`src/rtl/core/assert_macros.svh`:
```
// Assertion macros shared by the RTL modules.
`ifndef ASSERT_MACROS_SVH
`define ASSERT_MACROS_SVH
`ifndef SYNTHESIS
`define ASSERT_IMPLIES(label, clk, rst_n, a, b) \
  label: assert property (@(posedge clk) disable iff (!rst_n) (a) |-> (b)) \
    else $error("assertion failed");
`define ASSERT_NEXT(label, clk, rst_n, a, b) \
  label: assert property (@(posedge clk) disable iff (!rst_n) (a) |=> (b)) \
    else $error("assertion failed");
`else
`define ASSERT_IMPLIES(label, clk, rst_n, a, b)
`define ASSERT_NEXT(label, clk, rst_n, a, b)
`endif
`endif

```
`src/rtl/core/mss_pkg.sv`:
```
// Package with types and constants of the maximum-sum subrectangle block.
`default_nettype none
package mss_pkg;
  localparam int MaxRows = 64;
  localparam int MaxCols = 64;
  localparam int DataWidth = 16;
  localparam int IdxW = $clog2(MaxRows > MaxCols ? MaxRows : MaxCols);
  localparam int RowW = $clog2(MaxRows);
  localparam int ColW = $clog2(MaxCols);
  localparam int AddrW = $clog2(MaxRows * MaxCols);
  localparam int DimW = 7;
  localparam int AccW = DataWidth + ColW;
  localparam int SumW = AccW + RowW + 1;
  localparam int OutSumW = 28;
  localparam logic [0:0] CfgRowCount = 1'b0;
  localparam logic [0:0] CfgColCount = 1'b1;

  typedef enum logic [2:0] {
    ST_LOAD, ST_COL_INIT, ST_ACCUM, ST_ACCUM_WAIT, ST_SCAN, ST_SCAN_WAIT, ST_PAIR_END, ST_DONE
  } state_t;

  typedef struct packed {
    logic load_we;
    logic clr_load;
    logic clr_best;
    logic clr_l;
    logic set_r_to_l;
    logic inc_l;
    logic inc_r;
    logic clr_row;
    logic inc_row;
    logic acc_rd;
    logic acc_wr;
    logic scan_rd;
    logic scan_step;
    logic pair_end;
    logic fresh;
  } ctrl_t;

  typedef struct packed {
    logic load_last;
    logic row_last;
    logic r_last;
    logic l_last;
  } stat_t;
endpackage
`default_nettype wire

```
`src/rtl/core/mss_ctrl.sv`:
```
// Controller state machine sequencing load, accumulate and scan passes.
`default_nettype none
`include "assert_macros.svh"
module mss_ctrl (
  input  wire logic clk,
  input  wire logic rst_n,
  input  wire logic start,
  input  wire logic cfg_wr,
  input  wire mss_pkg::stat_t stat,
  output mss_pkg::ctrl_t ctrl,
  output logic busy,
  output logic done
);
  import mss_pkg::*;
  state_t state_r, state_nxt;
  logic fresh_r, fresh_nxt;

  always_ff @(posedge clk) begin
    if (!rst_n) begin
      state_r <= ST_LOAD; fresh_r <= 1'b1;
    end else begin
      state_r <= state_nxt; fresh_r <= fresh_nxt;
    end
  end

  always_comb begin
    state_nxt = state_r;
    fresh_nxt = fresh_r;
    ctrl = '0;
    ctrl.fresh = fresh_r;
    busy = 1'b1;
    done = 1'b0;
    case (state_r)
      ST_LOAD: begin
        busy = 1'b0;
        if (cfg_wr) ctrl.clr_load = 1'b1;
        else if (start) begin
          ctrl.load_we = 1'b1;
          if (stat.load_last) begin
            ctrl.clr_load = 1'b1; ctrl.clr_best = 1'b1; ctrl.clr_l = 1'b1;
            ctrl.set_r_to_l = 1'b1; ctrl.clr_row = 1'b1;
            fresh_nxt = 1'b1;
            state_nxt = ST_ACCUM;
          end
        end
      end
      ST_COL_INIT: begin
        ctrl.set_r_to_l = 1'b1; ctrl.clr_row = 1'b1;
        fresh_nxt = 1'b1;
        state_nxt = ST_ACCUM;
      end
      ST_ACCUM: begin
        ctrl.acc_rd = 1'b1;
        state_nxt = ST_ACCUM_WAIT;
      end
      ST_ACCUM_WAIT: begin
        ctrl.acc_wr = 1'b1;
        if (stat.row_last) begin
          ctrl.clr_row = 1'b1; state_nxt = ST_SCAN;
        end else begin
          ctrl.inc_row = 1'b1; state_nxt = ST_ACCUM;
        end
      end
      ST_SCAN: begin
        ctrl.scan_rd = 1'b1;
        state_nxt = ST_SCAN_WAIT;
      end
      ST_SCAN_WAIT: begin
        ctrl.scan_step = 1'b1;
        if (stat.row_last) state_nxt = ST_PAIR_END;
        else begin
          ctrl.inc_row = 1'b1; state_nxt = ST_SCAN;
        end
      end
      ST_PAIR_END: begin
        ctrl.pair_end = 1'b1;
        fresh_nxt = 1'b0;
        if (!stat.r_last) begin
          ctrl.inc_r = 1'b1; ctrl.clr_row = 1'b1; state_nxt = ST_ACCUM;
        end else if (!stat.l_last) begin
          ctrl.inc_l = 1'b1; state_nxt = ST_COL_INIT;
        end else state_nxt = ST_DONE;
      end
      ST_DONE: begin
        done = 1'b1;
        state_nxt = ST_LOAD;
      end
      default: state_nxt = ST_LOAD;
    endcase
  end

  `ASSERT_IMPLIES(a_done_busy, clk, rst_n, done, busy)
  `ASSERT_NEXT(a_done_load, clk, rst_n, done, state_r == ST_LOAD)
  `ASSERT_IMPLIES(a_we_idle, clk, rst_n, ctrl.load_we, !busy)
endmodule
`default_nettype wire

```
`config.mk`:
```
export PLATFORM = sky130hd
export DESIGN_NAME = mss_ctrl
export DESIGN_NICKNAME = d
export VERILOG_FILES = /design/src/rtl/core/mss_pkg.sv /design/src/rtl/core/mss_ctrl.sv
export VERILOG_INCLUDE_DIRS = /design/src /design/src/rtl/core
export SDC_FILE = /design/constraint.sdc
export NUM_CORES = 1
export LEC_CHECK = 0
export BUFFER_PORTS_ARGS = -buffer_cell sky130_fd_sc_hd__buf_2
export CAP_MARGIN = 20
export CELL_PAD_IN_SITES_DETAIL_PLACEMENT = 0
export CELL_PAD_IN_SITES_GLOBAL_PLACEMENT = 2
export CORE_ASPECT_RATIO = 1.2
export CORE_MARGIN = 5
export CORE_UTILIZATION = 19
export CTS_CLUSTER_SIZE = 28
export DETAILED_ROUTE_END_ITERATION = 6
export GPL_TIMING_DRIVEN = 0
export PLACE_DENSITY = 0.83
export REMOVE_ABC_BUFFERS = 1
export SETUP_SLACK_MARGIN = 0.2
export SYNTH_ARGS = -nofsm -noshare
export SYNTH_HDL_FRONTEND = slang
export SYNTH_SLANG_ARGS = --single-unit
```
`constraint.sdc`:
```
create_clock -name clk -period 2 [get_ports clk]
set_clock_uncertainty 0.1 [all_clocks]
set_input_delay 0.3 -clock clk [delete_from_list [all_inputs] [get_ports clk]]
set_output_delay 0.3 -clock clk [all_outputs]
set_load 0.02 [all_outputs]
```
* Word-level counts from Yosys, hierarchy flattened
Cells that the tools add are included.
** Word-level totals
- Logic and storage cells :: 54
- Bits of input ports :: 8
- Output and inout port bits :: 17
- Register bits after elaboration :: 4
** Operators by class
- Eq/ne operators :: 10
- Muxes and demuxes :: 37
- Reduce and logical (&&, ||, !) cells :: 5
** Operators by type and width (number)
- $pmux 3 s8 :: 1
- $mux 3 :: 7
- $mux 1 :: 20
- $eq 3x3->1 const B :: 4
- $mux 4 :: 2
- $eq 3x2->1 const B :: 2
- $mux 2 :: 3
- $ne 2x2->1 const B :: 3
- $mux 5 :: 1
- $pmux 1 s4 :: 1
- $reduce_and 4->1 :: 1
- $eq 3x1->1 const B :: 1
- $logic_not 3->1 :: 1
- $pmux 1 s3 :: 1
- $reduce_and 3->1 :: 1
- $reduce_bool 3->1 :: 1
- $pmux 1 s2 :: 1
- $reduce_or 2->1 :: 1

* Depth between registers and ports, before layout
- Word-level depth :: 4
- Mapped depth :: 5
- Gate-level depth less buffers :: 3

* Least setup slack after synthesis
No wires, ideal clock.
- Path kind :: register to output
- Start point :: register state_r[0]
- End point :: output port ctrl[12] in the netlist's numbering
- Cell stages (with the launch flop) :: 6
- Setup slack :: 0.102 ns
- Buffers on the path :: 3
- Data arrival time :: 1.498 ns
- Data required time :: 1.600 ns
- Cell sequence :: dfxtp_1 buf_6 or3_4 buf_6 nor2b_1 buf_4
** RTL lines
- start: declaration :: line mss_ctrl.sv:15 : state_t state_r, state_nxt;
- start signal: assignment :: line mss_ctrl.sv:22 : state_r <= state_nxt; fresh_r <= fresh_nxt;
- end: declaration :: line mss_ctrl.sv:10 : output mss_pkg::ctrl_t ctrl,

==> summary.log <==
[place] post-detailed-placement cell area 459 µm²
[synthesis] top cells by count, synth nor3_1, dfxtp_1, nor2_1
[place] number of placed instances, taps included 85
[floorplanning] CORE AREA 0.00185 mm²
[route] final antenna-violating net count 0
[synthesis] most area-hungry cell type in the Yosys netlist dfxtp_1
[flow_run] maximum capacitance violations 0
[final_layout] fill cell instance count of the final layout 214
[clock_network] clock latency on the worst-skew pair 0.23 ns
[final_layout] final instance area 531 µm²
[global_routing] global-route wire length before repair 1.70 mm
[timing] final critical-path required period 1.76 ns
[floorplanning] die width 50.1 µm
[power_and_ir_drop] power per cell area 549 mW/mm²
[clock_network] number of clock sinks 4
[clock_network] CTS max path bufs 2
[timing] worst slew slack as a fraction of its limit 0.847
[final_layout] number of standard cells in the final layout excluding fillers 92
[clock_network] Root Buffer clkbuf_4
[route] average routed wire per standard cell 11.6 µm
[route] number of remaining DRC errors 0
[place] worst setup timing slack at the placement stage 0.306 ns
[floorplanning] Initial Utilization 0.198
[critical_path] data required time of the critical path 1.60 ns
[critical_path] critical path peak fanout 9
[timing] total of endpoints with negative setup slack in the final report 0
[synthesis] EDFF count, synth 0
[global_routing] largest net degree at the start of global routing 19
[hold_path] number of stages on the worst hold path 2
[timing] worst setup margin 0.243 ns
[route] Vias 419
[timing] RSZ-0062 raised after global routing yes
[critical_path] r2r startpoint state_r[0]$_SDFFE_PN0P_
[timing] final hold slack 0.199 ns
[timing] transition time of the tightest slew-check pin 0.228 ns
[final_layout] area taken by flip-flops and latches 88.8 µm²
[power_and_ir_drop] worst vdd rail ir drop 0.195 mV
[global_routing] number of global-route vias before repair 409
[final_layout] area added between synthesis and finish 44.7%
[critical_path] kind of end point of the critical path output pin
[timing] final hold viol count 0
[place] count of input and output buffers 24
[final_layout] # nets final 83
[synthesis] top-count cell post-synth nor3_1
[synthesis] Post-Syn Instances 49
[critical_path] start-to-end type of the worst setup path register to output pin
[place] Post-DP HPWL 808 µm
[clock_network] clock slew at the register clock pins of the worst setup and hold paths 0.04 ns
[floorplanning] Die Span Y 58.1 µm
[clock_network] H-tree depth 1
[route] Detailed Route Iter0 Violations 4
[route] final wirelength 1.07 mm
[synthesis] Seq cells post-synth 4
[hold_path] worst hold start rst_n
[clock_network] CTS tree built
[timing] fin. max-slew vios 0
[clock_network] cts bufs inserted 3
[timing] setup TNS after final layout 0 ns
[critical_path] Register-to-Register Path Depth 4
[floorplanning] die outline area 0.00291 mm²
[synthesis] count of yosys warnings during synthesis 0
[critical_path] internal reg-to-reg setup slack 0.69 ns
[synthesis] number of library cell types mapped by synthesis 26
[synthesis] fraction of synthesized cell area taken by the top area cell type 0.218
[synthesis] area of the mapped netlist 367 µm²
[global_routing] global-route total usage across every layer 0.0741
[critical_path] critical path launch point type register
[final_layout] count of antenna diodes in the layout 0
[hold_path] destination of the worst hold path fresh_r$_SDFFE_PN1P_
[global_routing] number of antenna violations at the first check in global routing 0
[final_layout] fraction of final layout cells sized beyond drive strength 1 0.548
[route] Pre-antenna DRT Iters 2
[run_status] result of the run completed
[timing] crit share post-route 0.879
[floorplanning] IO Pins 25
[floorplanning] floorplan row count 17
[route] number of vias per cell 4.55
[final_layout] area of the multi-input gates 230 µm²
[clock_network] number of buffers added to fix hold violations after cts 0
[critical_path] data arrival time at the worst-slack endpoint 1.36 ns
[place] global placer's final weighted congestion 0.682
[hold_path] Hold/Removal Path Class input port to register
[global_routing] gr ovfl total 0
[synthesis] most area-consuming cells after synthesis dfxtp_1, nor3_1, buf_6
[power_and_ir_drop] Leak 0.277 nW
[synthesis] sequential-to-total area share from yosys stat 0.218
[critical_path] end of the worst register-to-register path state_r[2]$_SDFFE_PN0P_
[timing] maximum clock frequency 569 MHz
[synthesis] syn_area_per_cell 7.48 µm²
[synthesis] async set-or-reset flop fraction in the synthesized netlist 0
[synthesis] most frequently used flop master after synthesis dfxtp_1
-- state kept, by name, indices dropped and copies added (netlist names) --
signal,count
fresh_r,1
state_r,3
-- logic make-up (layout without fill, tap and decap cells) --
| logic type | Yosys count | count (layout) | share of synthesized area |
|---|---|---|---|
| and+or+nand+nor | 24 | 24 | 0.403 |
| DFF | 4 | 4 | 0.218 |
| AOI/OAI and AO/OA | 12 | 12 | 0.218 |
| buffers and inverters | 9 | 33 | 0.160 |
-- stage by stage --
| step | power [mW] | util |
|---|---|---|
| after floorplan | 0.147 | - |
| after global placement | 0.179 | 0.248 |
| after detailed placement | 0.180 | 0.248 |
| after CTS | 0.289 | 0.268 |
| after global routing | 0.311 | 0.287 |
| final | 0.291 | 0.287 |
-- routing by layer --
metal	part of all wire	wire length [µm]	up-vias	track usage
met4	0	0	0	0.0674
met2	0.44	466	20	0.111
met5	0	0	-	0
li1	-	-	224	-
met1	0.45	475	175	0.0862
met3	0.12	124	0	0.0154
-- placed cells by master (no fill, tap or decap) --
master and instances:
o21a_1 1, a31o_2 1, and3b_1 2, inv_1 2, nor2_1 4, a21oi_1 3
a31oi_1 1, or3_4 1, nand2_1 3, nor4b_1 1, dfxtp_1 1, nor2b_2 1
and3_1 3, o21ai_2 1, nor3b_2 1, nor3_1 5, clkbuf_4 3, buf_2 21
o21ba_2 1, o21ai_0 2, o22ai_1 1, buf_4 7, nand2b_1 1, dfxtp_4 2
o211ai_1 1, dfxtp_2 1, nand3b_1 2
-- worst max-delay path by stage --
stage / cells past startpoint / startpoint / slack [ns] / end
2_1_floorplan: 2 / state_r[0]$_SDFFE_PN0P_ / 0.10 / ctrl[11]
4_1_cts: 3 / state_r[0]$_SDFFE_PN0P_ / 0.17 / ctrl[14]
3_5_place_dp: 3 / state_r[0]$_SDFFE_PN0P_ / 0.31 / ctrl[14]
6_report: 3 / state_r[1]$_SDFFE_PN0P_ / 0.24 / ctrl[14]
5_1_grt: 3 / state_r[1]$_SDFFE_PN0P_ / 0.19 / ctrl[14]
3_3_place_gp: 3 / state_r[0]$_SDFFE_PN0P_ / 0.33 / ctrl[14]
-- worst max-delay path: stages (launching register included) --
cell,delay [ns]
dfxtp_4,0.36
or3_4,0.42
nor3b_2,0.18
buf_4,0.16
-- layout make-up --
type,count,area share
clock buffers,3,0.0425
inverters,2,0.0142
multi-input cells,36,0.434
flip-flops and latches,4,0.167
well taps,19,0.0448
repair buffers,28,0.297
-- repair_timing --
item,4_1_cts,5_1_grt
resized for setup,7,2
endpoints found under the setup margin,6,4
endpoints found under the hold margin,0,0
setup buffers,0,4
pin swaps,0,1
-- power breakdown --
part           internal (mW)  switching (mW)  total [mW]
logic                 0.0438          0.0549      0.0987
clock network         0.0672          0.0340       0.101
registers             0.0838         0.00769      0.0915
total                  0.195          0.0966       0.291
No activity file was read; power rests on OpenSTA's default activity.
